$ cat src/rtl/fusr_pkg.sv
// Shared types and constants of the firmware update stream receiver.
// No dependencies; every other file of the block refers to this package.
`timescale 1ns / 1ps

package fusr_pkg;

   localparam int MAX_BLOCK       = 16;
   localparam int START_BYTES     = 4;
   localparam int PAGE_INDEX_BITS = 16;
   localparam int META_BYTES      = 12;
   localparam int END_BYTES       = 4;

   localparam int BLK_IDX_BITS = $clog2(MAX_BLOCK);
   localparam int BLK_CNT_BITS = $clog2(MAX_BLOCK + 1);
   localparam int MATCH_BITS   = 4;

   localparam int TDATA_BITS = 48;
   localparam int CSR_AW     = 3;
   localparam int CSR_DW     = 64;

   localparam logic [CSR_AW-1:0] REG_START_MAGIC = 3'd0;
   localparam logic [CSR_AW-1:0] REG_END_MAGIC   = 3'd1;
   localparam logic [CSR_AW-1:0] REG_EXP_VERSION = 3'd2;
   localparam logic [CSR_AW-1:0] REG_EXP_TARGET  = 3'd3;
   localparam logic [CSR_AW-1:0] REG_BLOCK_SIZE  = 3'd4;
   localparam logic [CSR_AW-1:0] REG_PAGE_SIZE   = 3'd5;
   localparam logic [CSR_AW-1:0] REG_ERASED_FILL = 3'd6;

   typedef enum logic [2:0] {
      KIND_STATUS = 3'd0,
      KIND_ERASE  = 3'd1,
      KIND_WRITE  = 3'd2,
      KIND_START  = 3'd3,
      KIND_APPLY  = 3'd4
   } kind_type;

   typedef enum logic [2:0] {
      ERR_NONE      = 3'd0,
      ERR_VERSION   = 3'd1,
      ERR_TARGET    = 3'd2,
      ERR_BLOCK     = 3'd3,
      ERR_PAGE      = 3'd4,
      ERR_OVERFLOW  = 3'd5,
      ERR_END_MAGIC = 3'd6
   } err_type;

   typedef enum logic [1:0] {
      ST_START   = 2'd0,
      ST_META    = 2'd1,
      ST_PAYLOAD = 2'd2,
      ST_END     = 2'd3
   } stage_type;

   typedef enum logic [1:0] {
      OUT_PRE  = 2'd0,
      OUT_WR   = 2'd1,
      OUT_STAT = 2'd2
   } out_sel_type;

   typedef struct packed {
      logic                    load_byte;
      logic                    rem_start;
      logic                    eval;
      logic                    out_load;
      out_sel_type             out_sel;
      logic [BLK_IDX_BITS-1:0] wr_idx;
   } cmd_type;

   typedef struct packed {
      logic                    need_rem;
      logic                    rem_hit;
      logic                    rem_busy;
      logic                    has_pre;
      logic [BLK_CNT_BITS-1:0] wr_count;
      logic                    out_free;
   } sts_type;

endpackage

$ cat src/rtl/fusr_rem.sv
// Restoring remainder unit: page size modulo block size, one bit per cycle.
// Depends on fusr_pkg for the divisor width.
`timescale 1ns / 1ps

module fusr_rem (
   input  logic                              clock,
   input  logic                              reset,
   input  logic                              start,
   input  logic [15:0]                       dividend,
   input  logic [fusr_pkg::BLK_CNT_BITS-1:0] divisor,
   output logic                              busy,
   output logic [fusr_pkg::BLK_CNT_BITS-1:0] rem
);

   logic                              busy_ff;
   logic [3:0]                        cnt_ff;
   logic [15:0]                       dvd_ff;
   logic [fusr_pkg::BLK_CNT_BITS-1:0] div_ff;
   logic [fusr_pkg::BLK_CNT_BITS-1:0] rem_ff;
   logic [fusr_pkg::BLK_CNT_BITS:0]   trial;
   logic [fusr_pkg::BLK_CNT_BITS-1:0] rem_in;

   always_comb begin
      trial = {rem_ff, dvd_ff[15]};
      if (trial >= {1'b0, div_ff}) begin
         trial = trial - {1'b0, div_ff};
      end
      rem_in = trial[fusr_pkg::BLK_CNT_BITS-1:0];
   end

   always_ff @(posedge clock) begin
      if (reset) begin
         busy_ff <= 1'b0;
         cnt_ff  <= '0;
      end else if (start) begin
         busy_ff <= 1'b1;
         cnt_ff  <= 4'd15;
      end else if (busy_ff) begin
         cnt_ff <= cnt_ff - 4'd1;
         if (cnt_ff == 4'd0) begin
            busy_ff <= 1'b0;
         end
      end
   end

   always_ff @(posedge clock) begin
      if (start) begin
         dvd_ff <= dividend;
         div_ff <= divisor;
         rem_ff <= '0;
      end else if (busy_ff) begin
         dvd_ff <= {dvd_ff[14:0], 1'b0};
         rem_ff <= rem_in;
      end
   end

   assign busy = busy_ff;
   assign rem  = rem_ff;

endmodule

$ cat src/rtl/fusr_dp.sv
// Datapath: configuration registers, session state, block buffer, output register.
// Depends on fusr_pkg and fusr_rem; driven by fusr_ctrl through cmd_type.
`timescale 1ns / 1ps

module fusr_dp (
   input  logic                           clock,
   input  logic                           reset,
   input  fusr_pkg::cmd_type              cmd,
   output fusr_pkg::sts_type              sts,
   input  logic [7:0]                     req_tdata,
   output logic                           rsp_tvalid,
   input  logic                           rsp_tready,
   output logic [fusr_pkg::TDATA_BITS-1:0] rsp_tdata,
   output logic [2:0]                     rsp_tuser,
   output logic                           rsp_tlast,
   input  logic                           csr_we,
   input  logic [fusr_pkg::CSR_AW-1:0]    csr_addr,
   input  logic [fusr_pkg::CSR_DW-1:0]    csr_wdata
);

   typedef enum logic [1:0] {RES_MORE, RES_DONE, RES_BAD} res_type;

   typedef struct packed {
      res_type                         res;
      logic [fusr_pkg::MATCH_BITS-1:0] cnt;
   } match_type;

   typedef struct packed {
      fusr_pkg::stage_type                  stage;
      logic [fusr_pkg::MATCH_BITS-1:0]      smc;
      logic [3:0]                           sbc;
      logic [31:0]                          ver;
      logic [31:0]                          tid;
      logic [31:0]                          psz;
      logic [31:0]                          pcnt;
      logic [fusr_pkg::PAGE_INDEX_BITS-1:0] pidx;
      logic [15:0]                          pfill;
      logic [7:0]                           bsl;
      logic                                 dirty;
      logic [15:0]                          boff;
      logic [fusr_pkg::BLK_CNT_BITS-1:0]    bfill;
   } sess_type;

   function automatic match_type start_fn(input logic [fusr_pkg::MATCH_BITS-1:0] cnt,
                                          input logic [7:0] b,
                                          input logic [63:0] magic);
      match_type                       m;
      logic [fusr_pkg::MATCH_BITS-1:0] nxt;
      nxt = cnt + 1'b1;
      if (magic[{cnt[2:0], 3'b000} +: 8] != b) begin
         m.res = RES_BAD;
         m.cnt = '0;
      end else if (nxt >= fusr_pkg::MATCH_BITS'(fusr_pkg::START_BYTES)) begin
         m.res = RES_DONE;
         m.cnt = '0;
      end else begin
         m.res = RES_MORE;
         m.cnt = nxt;
      end
      return m;
   endfunction

   // configuration
   logic [63:0] start_magic_ff;
   logic [31:0] end_magic_ff;
   logic [31:0] exp_ver_ff;
   logic [31:0] exp_tid_ff;
   logic [7:0]  bss_ff;
   logic [15:0] pss_ff;
   logic [7:0]  fill_ff;

   // session
   sess_type    sess_ff, sess_in;
   logic        failed_ff, failed_in;
   logic        completed_ff, completed_in;
   logic [7:0]  byte_ff;
   logic [7:0]  buf_ff [fusr_pkg::MAX_BLOCK];
   logic        buf_we;
   logic [fusr_pkg::BLK_IDX_BITS-1:0] buf_idx;

   // plan of the current item's results
   logic                              plan_pre_ff, plan_pre_in;
   fusr_pkg::kind_type                plan_kind_ff, plan_kind_in;
   logic [15:0]                       plan_page_ff;
   logic [15:0]                       plan_off_ff, plan_off_in;
   logic [fusr_pkg::BLK_CNT_BITS-1:0] plan_fill_ff, plan_fill_in;
   logic [fusr_pkg::BLK_CNT_BITS-1:0] plan_wcnt_ff, plan_wcnt_in;
   fusr_pkg::err_type                 plan_err_ff, plan_err_in;

   // remainder cache
   logic                              cache_ok_ff;
   logic                              cache_zero_ff;
   logic                              rem_pend_ff;
   logic [fusr_pkg::BLK_CNT_BITS-1:0] cache_div_ff;
   logic [7:0]                        div_sel;
   logic [fusr_pkg::BLK_CNT_BITS-1:0] div5;
   logic                              rem_busy;
   logic [fusr_pkg::BLK_CNT_BITS-1:0] rem_val;

   // output register
   logic                 out_valid_ff;
   fusr_pkg::kind_type   out_kind_ff;
   logic [15:0]          out_page_ff;
   logic [15:0]          out_off_ff;
   logic [7:0]           out_data_ff;
   logic                 out_last_ff;
   fusr_pkg::err_type    out_err_ff;
   logic                 out_failed_ff;
   logic                 out_completed_ff;
   logic                 out_free;

   assign div_sel = (sess_ff.stage == fusr_pkg::ST_META) ? bss_ff : sess_ff.bsl;
   assign div5    = div_sel[fusr_pkg::BLK_CNT_BITS-1:0];

   fusr_rem u_rem (
      .clock    (clock),
      .reset    (reset),
      .start    (cmd.rem_start),
      .dividend (pss_ff),
      .divisor  (div5),
      .busy     (rem_busy),
      .rem      (rem_val)
   );

   assign out_free = !out_valid_ff || rsp_tready;

   always_comb begin
      sts.need_rem = (div_sel != 8'd0) && (div_sel <= 8'(fusr_pkg::MAX_BLOCK)) &&
                     (pss_ff != 16'd0) &&
                     (((sess_ff.stage == fusr_pkg::ST_META) &&
                       (sess_ff.sbc == 4'(fusr_pkg::META_BYTES - 1))) ||
                      (sess_ff.stage == fusr_pkg::ST_PAYLOAD));
      sts.rem_hit  = cache_ok_ff && (cache_div_ff == div5);
      sts.rem_busy = rem_busy;
      sts.has_pre  = plan_pre_ff;
      sts.wr_count = plan_wcnt_ff;
      sts.out_free = out_free;
   end

   // one item step
   always_comb begin
      sess_type  s;
      match_type m1;
      match_type m2;
      res_type   r;
      logic      pdone;
      logic      flush;

      s            = sess_ff;
      failed_in    = failed_ff;
      completed_in = completed_ff;
      plan_pre_in  = 1'b0;
      plan_kind_in = fusr_pkg::KIND_STATUS;
      plan_off_in  = '0;
      plan_fill_in = '0;
      plan_wcnt_in = '0;
      plan_err_in  = fusr_pkg::ERR_NONE;
      buf_we       = 1'b0;
      buf_idx      = '0;
      r            = RES_MORE;
      pdone        = 1'b0;
      flush        = 1'b0;
      m1           = start_fn(sess_ff.smc, byte_ff, start_magic_ff);
      m2           = start_fn('0, byte_ff, start_magic_ff);

      if (failed_ff) begin
         s.smc = m1.cnt;
         if (m1.res == RES_DONE) begin
            s            = '0;
            failed_in    = 1'b0;
            completed_in = 1'b0;
            s.stage      = fusr_pkg::ST_META;
         end
      end else if (sess_ff.stage != fusr_pkg::ST_START && m1.res == RES_DONE) begin
         s            = '0;
         completed_in = 1'b0;
         s.stage      = fusr_pkg::ST_META;
      end else begin
         s.smc = m1.cnt;
         case (sess_ff.stage)
            fusr_pkg::ST_START: begin
               r = m1.res;
            end
            fusr_pkg::ST_META: begin
               if (s.sbc < 4'd4) begin
                  s.ver[{s.sbc[1:0], 3'b000} +: 8] = s.ver[{s.sbc[1:0], 3'b000} +: 8] | byte_ff;
               end else if (s.sbc < 4'd8) begin
                  s.tid[{s.sbc[1:0], 3'b000} +: 8] = s.tid[{s.sbc[1:0], 3'b000} +: 8] | byte_ff;
               end else begin
                  s.psz[{s.sbc[1:0], 3'b000} +: 8] = s.psz[{s.sbc[1:0], 3'b000} +: 8] | byte_ff;
               end
               s.sbc = s.sbc + 4'd1;
               if (s.sbc != 4'(fusr_pkg::META_BYTES)) begin
                  r = RES_MORE;
               end else if (s.ver != exp_ver_ff) begin
                  plan_err_in = fusr_pkg::ERR_VERSION;
                  r           = RES_BAD;
               end else if (s.tid != exp_tid_ff) begin
                  plan_err_in = fusr_pkg::ERR_TARGET;
                  r           = RES_BAD;
               end else begin
                  plan_pre_in  = 1'b1;
                  plan_kind_in = fusr_pkg::KIND_START;
                  s.bsl        = bss_ff;
                  if (bss_ff == 8'd0 || bss_ff > 8'(fusr_pkg::MAX_BLOCK)) begin
                     plan_err_in = fusr_pkg::ERR_BLOCK;
                     failed_in   = 1'b1;
                     s           = '0;
                     r           = RES_BAD;
                  end else if (pss_ff == 16'd0 || !cache_zero_ff) begin
                     plan_err_in = fusr_pkg::ERR_PAGE;
                     failed_in   = 1'b1;
                     s           = '0;
                     r           = RES_BAD;
                  end else begin
                     r = RES_DONE;
                  end
               end
            end
            fusr_pkg::ST_PAYLOAD: begin
               if (s.bsl == 8'd0 || s.bsl > 8'(fusr_pkg::MAX_BLOCK) ||
                   pss_ff == 16'd0 || !cache_zero_ff) begin
                  plan_err_in = fusr_pkg::ERR_PAGE;
                  failed_in   = 1'b1;
                  s           = '0;
                  r           = RES_BAD;
               end else if (s.pfill >= pss_ff) begin
                  plan_err_in = fusr_pkg::ERR_OVERFLOW;
                  failed_in   = 1'b1;
                  s           = '0;
                  r           = RES_BAD;
               end else begin
                  if (s.pfill == 16'd0 && !s.dirty) begin
                     plan_pre_in  = 1'b1;
                     plan_kind_in = fusr_pkg::KIND_ERASE;
                  end
                  if (!s.dirty) begin
                     s.boff  = s.pfill;
                     s.bfill = '0;
                     s.dirty = 1'b1;
                  end
                  buf_we  = 1'b1;
                  buf_idx = s.bfill[fusr_pkg::BLK_IDX_BITS-1:0];
                  s.bfill = s.bfill + 1'b1;
                  s.pfill = s.pfill + 16'd1;
                  s.pcnt  = s.pcnt + 32'd1;
                  flush   = (8'(s.bfill) == s.bsl) || (s.pfill == pss_ff) ||
                            (s.pcnt == s.psz);
                  if (flush) begin
                     plan_off_in  = s.boff;
                     plan_fill_in = s.bfill;
                     plan_wcnt_in = s.bsl[fusr_pkg::BLK_CNT_BITS-1:0];
                     s.dirty      = 1'b0;
                     s.boff       = '0;
                     s.bfill      = '0;
                  end
                  pdone = (s.pfill == pss_ff);
                  if (pdone) begin
                     s.pfill = '0;
                  end
                  if (s.pcnt == s.psz) begin
                     s.pfill = '0;
                     s.sbc   = '0;
                     r       = RES_DONE;
                  end else begin
                     r = RES_MORE;
                     if (pdone) begin
                        s.pidx = s.pidx + 1'b1;
                     end
                  end
               end
            end
            default: begin
               if (end_magic_ff[{s.sbc[1:0], 3'b000} +: 8] != byte_ff) begin
                  plan_err_in = fusr_pkg::ERR_END_MAGIC;
                  s.sbc       = '0;
                  r           = RES_BAD;
               end else begin
                  s.sbc = s.sbc + 4'd1;
                  if (s.sbc >= 4'(fusr_pkg::END_BYTES)) begin
                     s.sbc = '0;
                     r     = RES_DONE;
                  end else begin
                     r = RES_MORE;
                  end
               end
            end
         endcase

         if (r == RES_DONE) begin
            case (sess_ff.stage)
               fusr_pkg::ST_END: begin
                  completed_in = 1'b1;
                  plan_pre_in  = 1'b1;
                  plan_kind_in = fusr_pkg::KIND_APPLY;
                  s            = '0;
               end
               fusr_pkg::ST_META: begin
                  s.sbc   = '0;
                  s.stage = fusr_pkg::ST_PAYLOAD;
               end
               fusr_pkg::ST_PAYLOAD: begin
                  s.sbc   = '0;
                  s.stage = fusr_pkg::ST_END;
               end
               default: begin
                  s.sbc   = '0;
                  s.stage = fusr_pkg::ST_META;
               end
            endcase
         end else if (r == RES_BAD && !failed_in) begin
            // retry the byte as the first start magic byte
            s     = '0;
            s.smc = m2.cnt;
            if (m2.res == RES_BAD) begin
               completed_in = 1'b0;
            end
         end
      end

      if (!cmd.eval) begin
         s            = sess_ff;
         failed_in    = failed_ff;
         completed_in = completed_ff;
         buf_we       = 1'b0;
      end
      sess_in = s;
   end

   always_ff @(posedge clock) begin
      if (reset) begin
         start_magic_ff <= '0;
         end_magic_ff   <= '0;
         exp_ver_ff     <= '0;
         exp_tid_ff     <= '0;
         bss_ff         <= 8'd8;
         pss_ff         <= 16'd2048;
         fill_ff        <= 8'hFF;
      end else if (csr_we) begin
         case (csr_addr)
            fusr_pkg::REG_START_MAGIC: start_magic_ff <= csr_wdata;
            fusr_pkg::REG_END_MAGIC:   end_magic_ff   <= csr_wdata[31:0];
            fusr_pkg::REG_EXP_VERSION: exp_ver_ff     <= csr_wdata[31:0];
            fusr_pkg::REG_EXP_TARGET:  exp_tid_ff     <= csr_wdata[31:0];
            fusr_pkg::REG_BLOCK_SIZE:  bss_ff         <= csr_wdata[7:0];
            fusr_pkg::REG_PAGE_SIZE:   pss_ff         <= csr_wdata[15:0];
            fusr_pkg::REG_ERASED_FILL: fill_ff        <= csr_wdata[7:0];
            default: ;
         endcase
      end
   end

   always_ff @(posedge clock) begin
      if (reset) begin
         sess_ff      <= '0;
         failed_ff    <= 1'b0;
         completed_ff <= 1'b0;
         plan_pre_ff  <= 1'b0;
         plan_wcnt_ff <= '0;
         cache_ok_ff  <= 1'b0;
         rem_pend_ff  <= 1'b0;
         out_valid_ff <= 1'b0;
      end else begin
         sess_ff      <= sess_in;
         failed_ff    <= failed_in;
         completed_ff <= completed_in;
         if (cmd.eval) begin
            plan_pre_ff  <= plan_pre_in;
            plan_wcnt_ff <= plan_wcnt_in;
         end
         if (csr_we && csr_addr == fusr_pkg::REG_PAGE_SIZE) begin
            cache_ok_ff <= 1'b0;
         end else if (rem_pend_ff && !rem_busy) begin
            cache_ok_ff <= 1'b1;
         end
         if (cmd.rem_start) begin
            rem_pend_ff <= 1'b1;
         end else if (!rem_busy) begin
            rem_pend_ff <= 1'b0;
         end
         if (cmd.out_load) begin
            out_valid_ff <= 1'b1;
         end else if (rsp_tready) begin
            out_valid_ff <= 1'b0;
         end
      end
   end

   always_ff @(posedge clock) begin
      if (cmd.load_byte) begin
         byte_ff <= req_tdata;
      end
      if (buf_we) begin
         buf_ff[buf_idx] <= byte_ff;
      end
      if (cmd.rem_start) begin
         cache_div_ff <= div5;
      end
      if (rem_pend_ff && !rem_busy) begin
         cache_zero_ff <= (rem_val == '0);
      end
      if (cmd.eval) begin
         plan_kind_ff <= plan_kind_in;
         plan_page_ff <= 16'(sess_ff.pidx);
         plan_off_ff  <= plan_off_in;
         plan_fill_ff <= plan_fill_in;
         plan_err_ff  <= plan_err_in;
      end
      if (cmd.out_load) begin
         out_failed_ff    <= failed_ff;
         out_completed_ff <= completed_ff;
         out_off_ff       <= '0;
         out_data_ff      <= '0;
         out_last_ff      <= 1'b0;
         out_err_ff       <= fusr_pkg::ERR_NONE;
         case (cmd.out_sel)
            fusr_pkg::OUT_PRE: begin
               out_kind_ff <= plan_kind_ff;
               out_page_ff <= (plan_kind_ff == fusr_pkg::KIND_ERASE) ? plan_page_ff : 16'd0;
            end
            fusr_pkg::OUT_WR: begin
               out_kind_ff <= fusr_pkg::KIND_WRITE;
               out_page_ff <= plan_page_ff;
               out_off_ff  <= plan_off_ff + 16'(cmd.wr_idx);
               out_data_ff <= ({1'b0, cmd.wr_idx} < plan_fill_ff) ? buf_ff[cmd.wr_idx]
                                                                   : fill_ff;
            end
            default: begin
               out_kind_ff <= fusr_pkg::KIND_STATUS;
               out_page_ff <= '0;
               out_last_ff <= 1'b1;
               out_err_ff  <= plan_err_ff;
            end
         endcase
      end
   end

   assign rsp_tvalid = out_valid_ff;
   assign rsp_tuser  = out_kind_ff;
   assign rsp_tlast  = out_last_ff;
   assign rsp_tdata  = {3'b000, out_completed_ff, out_failed_ff, out_err_ff,
                        out_data_ff, out_off_ff, out_page_ff};

   a_last_is_status: assert property (@(posedge clock) disable iff (reset)
      out_valid_ff && out_last_ff |-> out_kind_ff == fusr_pkg::KIND_STATUS)
      else $error("last item is not a status item");

   a_failed_idle: assert property (@(posedge clock) disable iff (reset)
      failed_ff |-> sess_ff.stage == fusr_pkg::ST_START)
      else $error("failure flag set outside the start stage");

   a_fill_bound: assert property (@(posedge clock) disable iff (reset)
      sess_ff.bfill <= fusr_pkg::BLK_CNT_BITS'(fusr_pkg::MAX_BLOCK))
      else $error("block fill beyond the buffer");

endmodule

$ cat src/rtl/fusr_ctrl.sv
// Controller: sequences accept, remainder check, step and result emission.
// Depends on fusr_pkg; commands fusr_dp through cmd_type.
`timescale 1ns / 1ps

module fusr_ctrl (
   input  logic              clock,
   input  logic              reset,
   input  logic              req_tvalid,
   output logic              req_tready,
   input  fusr_pkg::sts_type sts,
   output fusr_pkg::cmd_type cmd
);

   typedef enum logic [2:0] {S_IDLE, S_DIVW, S_EVAL, S_PRE, S_WR, S_STAT} state_type;

   state_type                         state_ff, state_in;
   logic [fusr_pkg::BLK_IDX_BITS-1:0] wr_idx_ff, wr_idx_in;

   always_comb begin
      state_in      = state_ff;
      wr_idx_in     = wr_idx_ff;
      cmd.load_byte = 1'b0;
      cmd.rem_start = 1'b0;
      cmd.eval      = 1'b0;
      cmd.out_load  = 1'b0;
      cmd.out_sel   = fusr_pkg::OUT_STAT;
      cmd.wr_idx    = wr_idx_ff;
      case (state_ff)
         S_IDLE: begin
            if (req_tvalid) begin
               cmd.load_byte = 1'b1;
               if (sts.need_rem && !sts.rem_hit) begin
                  cmd.rem_start = 1'b1;
                  state_in      = S_DIVW;
               end else begin
                  state_in = S_EVAL;
               end
            end
         end
         S_DIVW: begin
            if (!sts.rem_busy) begin
               state_in = S_EVAL;
            end
         end
         S_EVAL: begin
            cmd.eval = 1'b1;
            state_in = S_PRE;
         end
         S_PRE: begin
            if (!sts.has_pre) begin
               state_in = (sts.wr_count != '0) ? S_WR : S_STAT;
            end else if (sts.out_free) begin
               cmd.out_load = 1'b1;
               cmd.out_sel  = fusr_pkg::OUT_PRE;
               state_in     = (sts.wr_count != '0) ? S_WR : S_STAT;
            end
         end
         S_WR: begin
            cmd.out_sel = fusr_pkg::OUT_WR;
            if (sts.out_free) begin
               cmd.out_load = 1'b1;
               if ({1'b0, wr_idx_ff} + 1'b1 == sts.wr_count) begin
                  wr_idx_in = '0;
                  state_in  = S_STAT;
               end else begin
                  wr_idx_in = wr_idx_ff + 1'b1;
               end
            end
         end
         S_STAT: begin
            if (sts.out_free) begin
               cmd.out_load = 1'b1;
               state_in     = S_IDLE;
            end
         end
         default: begin
            state_in = S_IDLE;
         end
      endcase
   end

   always_ff @(posedge clock) begin
      if (reset) begin
         state_ff  <= S_IDLE;
         wr_idx_ff <= '0;
      end else begin
         state_ff  <= state_in;
         wr_idx_ff <= wr_idx_in;
      end
   end

   assign req_tready = (state_ff == S_IDLE);

   a_wr_nonempty: assert property (@(posedge clock) disable iff (reset)
      state_ff == S_WR |-> sts.wr_count != '0)
      else $error("write phase with nothing to write");

   a_load_free: assert property (@(posedge clock) disable iff (reset)
      cmd.out_load |-> sts.out_free)
      else $error("output register overwritten");

   a_eval_cached: assert property (@(posedge clock) disable iff (reset)
      state_ff == S_EVAL && sts.need_rem |-> sts.rem_hit)
      else $error("step evaluated without a page size check");

endmodule

$ cat src/rtl/firmware_update_stream_receiver.sv
// Top level of the firmware update stream receiver.
// Depends on fusr_pkg, fusr_ctrl and fusr_dp.
//
// Takes one stream byte at a time and answers each with a run of items that
// ends in a status item marked by rsp_tlast: an optional update start, page
// erase or apply item, then up to MAX_BLOCK write items when a block is
// flushed, then the status. A byte passes through accept, step, leading item
// slot, the write items and status; the items leave one per cycle while
// rsp_tready is high, through a single output register, and a start, erase
// or apply item goes out in the leading item slot at no extra cost. A page
// size check against a block size other than the last one checked since the
// last page size change (on the last metadata byte or a payload byte) adds a
// wait for the bit-serial remainder, which is then cached.
`timescale 1ns / 1ps

module firmware_update_stream_receiver (
   input  logic                            clock,
   input  logic                            reset,
   input  logic                            req_tvalid,
   output logic                            req_tready,
   input  logic [7:0]                      req_tdata,  // byte_in
   output logic                            rsp_tvalid,
   input  logic                            rsp_tready,
   // page[15:0], offset[31:16], data[39:32], error_code[42:40],
   // failed[43], completed[44], zero[47:45]
   output logic [fusr_pkg::TDATA_BITS-1:0] rsp_tdata,
   output logic [2:0]                      rsp_tuser,  // kind
   output logic                            rsp_tlast,
   input  logic                            csr_we,
   input  logic [fusr_pkg::CSR_AW-1:0]     csr_addr,
   input  logic [fusr_pkg::CSR_DW-1:0]     csr_wdata
);

   fusr_pkg::cmd_type cmd;
   fusr_pkg::sts_type sts;

   fusr_ctrl u_ctrl (
      .clock      (clock),
      .reset      (reset),
      .req_tvalid (req_tvalid),
      .req_tready (req_tready),
      .sts        (sts),
      .cmd        (cmd)
   );

   fusr_dp u_dp (
      .clock      (clock),
      .reset      (reset),
      .cmd        (cmd),
      .sts        (sts),
      .req_tdata  (req_tdata),
      .rsp_tvalid (rsp_tvalid),
      .rsp_tready (rsp_tready),
      .rsp_tdata  (rsp_tdata),
      .rsp_tuser  (rsp_tuser),
      .rsp_tlast  (rsp_tlast),
      .csr_we     (csr_we),
      .csr_addr   (csr_addr),
      .csr_wdata  (csr_wdata)
   );

endmodule
$ cat config.mk
export PLATFORM = sky130hd
export DESIGN_NAME = firmware_update_stream_receiver
export DESIGN_NICKNAME = d
export VERILOG_FILES = /design/src/rtl/fusr_pkg.sv /design/src/rtl/fusr_rem.sv /design/src/rtl/fusr_dp.sv /design/src/rtl/fusr_ctrl.sv /design/src/rtl/firmware_update_stream_receiver.sv
export SDC_FILE = /design/constraint.sdc
export NUM_CORES = 2
export LEC_CHECK = 0
export BUFFER_PORTS_ARGS = -buffer_cell sky130_fd_sc_hd__buf_4
export CORE_MARGIN = 5
export CORE_UTILIZATION = 35
export CTS_BUF_LIST = sky130_fd_sc_hd__clkbuf_4 sky130_fd_sc_hd__clkbuf_8
export DETAILED_ROUTE_END_ITERATION = 6
export PLACE_DENSITY_LB_ADDON = 0.15
export SLEW_MARGIN = 20
export SYNTH_ARGS = -nofsm -noshare
export SYNTH_HDL_FRONTEND = slang
export SYNTH_SLANG_ARGS = --single-unit
$ cat constraint.sdc
create_clock -name clock -period 5.7 [get_ports clock]
set_input_delay 1.71 -clock clock [delete_from_list [all_inputs] [get_ports clock]]
set_output_delay 1.71 -clock clock [all_outputs]
set_load 0.02 [all_outputs]
=== Word-level counts from Yosys, hierarchy flattened ===
Memory sizes are Yosys's and may differ from the RTL's. A register that Yosys moved wholly into a read port is not among the register bits.
Index checks and enable logic that the tools add are counted.
Widths: inputs -> output; s select.

* Flip-flop bits (word level): 542
* Bits in latches: 0
* Memory bits (writable): 128
* Bits in read-only memories: 0
* Bits of input ports: 80
* Output and inout bits: 54
* Memories: 1

* $add $sub $neg: 12
* $mul: 0
* Div/mod/pow operators: 0
* Order comparisons: 10
* Eq/ne operators: 48
* Shift-type cells: 9
* Multiplexer cells: 174
* Bitwise operators: 5
* Reductions and logical operators: 63

{| class="wikitable"
|+ Memories
! name !! depth !! width !! rd ports !! clocked after memory_dff !! write ports !! line !! source
|-
| u_dp.buf_ff || 16 || 8 || 1 || 1 || 1 || fusr_dp.sv:77 || <nowiki>logic [7:0] buf_ff [fusr_pkg::MAX_BLOCK];</nowiki>
|}

{| class="wikitable"
|+ Operator list
! operator !! number
|-
| $mux 200 || 11
|-
| $pmux 190 s2 || 1
|-
| $mux 64 || 5
|-
| $mux 32 || 6
|-
| $mux 190 || 1
|-
| $mux 22 || 7
|-
| $shiftx 32x6->8 || 4
|-
| $mux 16 || 7
|-
| $bwmux 32 || 3
|-
| $mux 96 || 1
|-
| $shiftx 8x7->32 || 3
|-
| $mux 3 || 23
|-
| $ne 32x32->1 || 2
|-
| $shiftx 64x7->8 || 1
|-
| $mux 4 || 15
|-
| $mux 1 || 52
|-
| $mux 5 || 8
|-
| $add 16x1->16 const B || 2
|-
| $add 32x1->32 const B || 1
|-
| $eq 32x32->1 || 1
|-
| $logic_not 16->1 || 2
|-
| $pmux 16 s2 || 1
|-
| $shift 8x7->32 const A || 1
|-
| $mux 2 || 14
|-
| other kinds (68) || 149
|}

=== Longest topological paths before layout ===
* Depth after elaboration: 22
* Mapped depth: 24
* Gate-level depth less buffers: 14

=== Cells and area by module ===
Synthesis repeated with hierarchy kept, for this count alone.

* Cell total of the unflattened synthesis: 3665
* Area total of the unflattened synthesis: 34267.9 um^2

{| class="wikitable"
|+ Modules (own cells, without submodules)
! module !! instances !! cells an instance !! area each (um^2)
|-
| fusr_dp || 1 || 3473 || 32209.6
|-
| fusr_rem || 1 || 113 || 1458.9
|-
| fusr_ctrl || 1 || 79 || 599.3
|}

=== Worst setup path after synthesis ===
OpenSTA, ideal clock, no wires.

* Path type: reg-to-reg
* From: register u_dp.sess_ff[190] (netlist name)
* To: register u_dp.sess_ff[72] (netlist name)
* Library setup time: 0.059 ns
* Data arrival time: 6.076 ns
* Slack: -0.436 ns
* Stages on the path, launching flop included: 24
* Cell sequence: dfxtp_1 buf_2 buf_2 buf_2 buf_2 clkinv_1 ha_1 or3b_1 buf_2 or2_1 buf_2 o211ai_1 nand4_1 or4_1 or4_4 or4_1 o221ai_2 and2_2 buf_6 o211ai_4 buf_6 buf_6 nor2_2 a22o_1

* Word-level cells in the longest chain between the ends: 22
* Elaborated cells on any way between the ends: 55
* Those cells by class: 2 x add/sub; 3 x order compare; 6 x eq/ne; 6 x shift; 34 x mux; 2 x bitwise; 2 x reduce/logical

{| class="wikitable"
|+ RTL lines
! element !! line !! source
|-
| start, declared || fusr_dp.sv:73 || <nowiki>sess_type sess_ff, sess_in;</nowiki>
|-
| start signal, assigned || fusr_dp.sv:364 || <nowiki>sess_ff <= sess_in;</nowiki>
|-
| $shiftx 32x6->8 || fusr_dp.sv:188 || <nowiki>s.tid[{s.sbc[1:0], 3'b000} +: 8] = s.tid[{s.sbc[1:0], 3'b000} +: 8] | byte_ff;</nowiki>
|-
| $or 8x8->8 || fusr_dp.sv:188 ||
|-
| $shiftx 8x7->32 || fusr_dp.sv:188 ||
|-
| $bwmux 32 || fusr_dp.sv:188 ||
|-
| $mux 32 || fusr_dp.sv:187 || <nowiki>end else if (s.sbc < 4'd8) begin</nowiki>
|-
| $mux 64 || fusr_dp.sv:185 || <nowiki>if (s.sbc < 4'd4) begin</nowiki>
|-
| $mux 64 || fusr_dp.sv:180 || <nowiki>case (sess_ff.stage)</nowiki>
|-
| $mux 64 || fusr_dp.sv:174 || <nowiki>end else if (sess_ff.stage != fusr_pkg::ST_START && m1.res == RES_DONE) begin</nowiki>
|-
| [6 not listed] || -- ||
|-
| $mux 2 or $mux 1 (tied branches) || fusr_dp.sv:174 ||
|-
| $mux 2 or $mux 1 (tied branches) || fusr_dp.sv:166 || <nowiki>if (failed_ff) begin</nowiki>
|-
| $eq 2x2->1 or $logic_not 1->1 (tied branches) || fusr_dp.sv:311 || <nowiki>end else if (r == RES_BAD && !failed_in) begin</nowiki>
|-
| $logic_and 1x1->1 || fusr_dp.sv:311 ||
|-
| $mux 200 || fusr_dp.sv:311 ||
|-
| $mux 200 * || fusr_dp.sv:290 || <nowiki>if (r == RES_DONE) begin</nowiki>
|-
| $mux 200 * || fusr_dp.sv:174 ||
|-
| $mux 200 * || fusr_dp.sv:166 ||
|}

Mark *: on every way between the ends. The rest lies on a longest branch, timed or not. The select of a mux whose other input is x is not followed.
A chain may end at the register's enable or synchronous reset.

=== Final worst setup path ===
* From: register u_dp.sess_ff[190] (netlist name)
* To: register u_dp.sess_ff[22] (netlist name)

Same word-level chain as after synthesis.

==> metrics <==
status=completed; Crit Path Max Fanout=14; Buf/Inv on CP=3; Pins Over Slew Limit=0; ANT nets after route=0; Yosys reg bits=674; grt ovf=0; Cell Chain, Critical Path=clkinv_2, ha_1, or3b_1, or2_1, o211ai_1, nand4_1, or4_1, or4_4, or4_1, o221ai_2, and2_4, o21a_1, buf_4, buf_4, nand4_1, a31oi_1; maxcap violations=0; Crit-path slowest cell=or4_1; Worst setup EP type=register; Primary FF master, synth=dfxtp_1; I/O pin count=134; fin nets=3805; kind of critical path=register to register; post-route cell area=0.03901 mm2; DR iter-0 viols=2687; Reg area=roughly 0.016 mm2; PD cells=279.9 mW/mm2; largest net degree at the start of global routing=178; fillcell total=9498; cell taking the most area after synthesis=dfxtp_1; detailed placement HPWL=approximately 86 mm; clock sink total=just under 700; Slew @ Worst Pin=between 1 and 1.5 ns; Synth top area share=0.2522; Post-synth EDFFs=250; postcts setup bufs=0; share of cells above drive strength 1=0.1622; Longest Clk Path Bufs=3; final hold violations=0; H-tree depth=3; Setup crit start kind=register; WP data required=6.43 ns; area of placed instances=0.03642 mm2; setup violators final=0; initial antenna violation count=7; die area=0.1024 mm2; DR vias/cell=5.526; initial cell density of the core=0.3536; Synth-to-Final Area Change=15.94%; Mapped Cells=3519; number of global-route vias before repair=26610; clock root cell=clkbuf_8; crit path DAT=slightly above 6 ns; first-pass GRT wire length=175.6 mm; Hold Buf Count CTS=0; VDD IR max=about 0.00022 V; Post-synth top cells=nand2_1 (571), dfxtp_1 (424), a21oi_1 (272), edfxtp_1 (250), nor2_1 (236); Min-Delay Path Class=register to register; clock transition at the registers of the reported paths=0.06 ns; standard-cell rows=113; core area=0.09515 mm2; Worst-Skew Late Latency=a little over 0.8 ns; crit-path leading delay family=simple AND/OR/NAND/NOR gates; vias post-DR=around 28000; Setup TNS=0 ns; skew final=between 0.06 and 0.07 ns; Resize count post-CTS=0; DRT Pass-1 Iters=5; die height=320.1 um; RSZ-0062 raised after global routing=false; Ys Warns=0; leakage=0.01356 uW; All-Layer GR Usage=0.2228; slowest stage delay, CP=about 0.59 ns; Max Clk Rate=0.1840 GHz; post-synthesis async set-or-reset flop share=0; CTS Buf Count=roughly 120; count leader, synth=nand2_1; Tmin final=5.435 ns; Multi-input gate area=between 0.015 and 0.02 mm2; PortBufs=130; main area contributors after synthesis=dfxtp_1 (25%), edfxtp_1 (22%), nand2_1 (6.4%), mux4_2 (4.9%), a21oi_1 (4.0%); Post-Route WL=~120 mm; DRC violations left=0; post-route clock period utilization=0.9535; Yosys cell types=103; detail-routed net length per standard cell=23.50 um; Slew headroom=0.2883; CTS tree=done; Mapped Area=0.03365 mm2; Seq/Total Area, Yosys=0.4753; Die W=320.1 um; Avg Inst Size Synth=roughly 9.6 um2; Final GP Congestion=about 0.96; Overall Power=10920 uW
placed cells by master (no fill, tap or decap), types with 46 or more instances in the layout:
cell and n:
nand2_1 569, dfxtp_1 421, a21oi_1 272, buf_4 261, edfxtp_1 250, nor2_1 233, clkbuf_8 145, inv_1 130
a22o_1 122, o21ai_0 105, mux2i_1 88, xnor2_1 85, nand3_1 78, mux4_2 73, nand4_1 62, nor3_1 53
nor2b_1 52, xor2_1 48, ha_1 46
routing by layer:
metal	global-route usage	vias up	wire, um
met5	0	-	0
met4	0.06484	0	3314
met3	0.03971	189	6998
met2	0.3561	926	54370
met1	0.3114	13550	53750
li1	-	13180	-
per-stage QoR:
| stage | instances | utilization | hold slack (ns) | setup WS, ns |
|---|---|---|---|---|
| 3_3_place_gp | 4822 | 0.3828 | 0.4404 | 0.2427 |
| 5_1_grt | 5038 | 0.4100 | 0.4682 | 0.004900 |
| 2_1_floorplan | 3521 | - | 0.4064 | 0.02353 |
| 6_report | 5039 | 0.4100 | 0.4518 | 0.2653 |
| 4_1_cts | 5037 | 0.4096 | 0.4518 | 0.1316 |
| 3_5_place_dp | 4822 | 0.3828 | 0.4437 | 0.1931 |
layout make-up:
| class | count | share of cell area |
|---|---|---|
| Clock inverter | 35 | 0.007568 |
| Clock buffer | 180 | 0.05773 |
| Antenna cell | 2 | 0.0001283 |
| Multi-Input combinational cell | 2483 | 0.4180 |
| Inverter | 133 | 0.01283 |
| Sequential cell | 674 | 0.4101 |
| Tap cell | 1265 | 0.04057 |
| Timing Repair Buffer | 267 | 0.05314 |
where the power goes:
part,total [uW],internal (uW),switching (uW)
logic,911,292,620
registers,5220,5120,96.0
clock network,4790,2670,2120
total,10900,8080,2840
cell families (layout without fill, tap and decap cells):
| kind of cell | after synthesis | count (layout) | share of synthesized area |
|---|---|---|---|
| buffers and inverters | 364 | 615 | 0.04317 |
| AND/OR/NAND/NOR | 1283 | 1283 | 0.1788 |
| AO/OA/AOI/OAI | 849 | 849 | 0.1716 |
| multiplexers | 164 | 164 | 0.07604 |
| adder cells (fa/ha/maj) | 48 | 48 | 0.01829 |
| flip-flops | 674 | 674 | 0.4753 |
| other | 1 | 5 | 0.0001114 |
| XOR/XNOR | 136 | 136 | 0.03662 |
registers in the layout (all words and copies together) (netlist names), 32 cells and up, named ones only:
| name | flops |
|---|---|
| u_dp.buf_ff | 128 |
| u_dp.exp_ver_ff | 32 |
| u_dp.start_magic_ff | 64 |
| u_dp.exp_tid_ff | 32 |
| u_dp.sess_ff | 200 |
| u_dp.end_magic_ff | 32 |
tightest hold or removal path, stage by stage (launching register included):
cell,delay [ns]
dfxtp_1,0.30
nand2_1,0.05
a21oi_1,0.05
worst paths after layout:
path	from	to	slack, ns	depth (start not counted)
hold reg to reg	u_dp.end_magic_ff[30]$_SDFFE_PP0P_	u_dp.end_magic_ff[30]$_SDFFE_PP0P_	0.45	2
hold / removal	u_dp.end_magic_ff[30]$_SDFFE_PP0P_	u_dp.end_magic_ff[30]$_SDFFE_PP0P_	0.45	2
setup reg to reg	u_dp.sess_ff[190]$_SDFFE_PP0P_	u_dp.sess_ff[22]$_SDFFE_PP0P_	0.27	16
setup / recovery	u_dp.sess_ff[190]$_SDFFE_PP0P_	u_dp.sess_ff[22]$_SDFFE_PP0P_	0.27	16
Power figures use the tool's default switching activity.
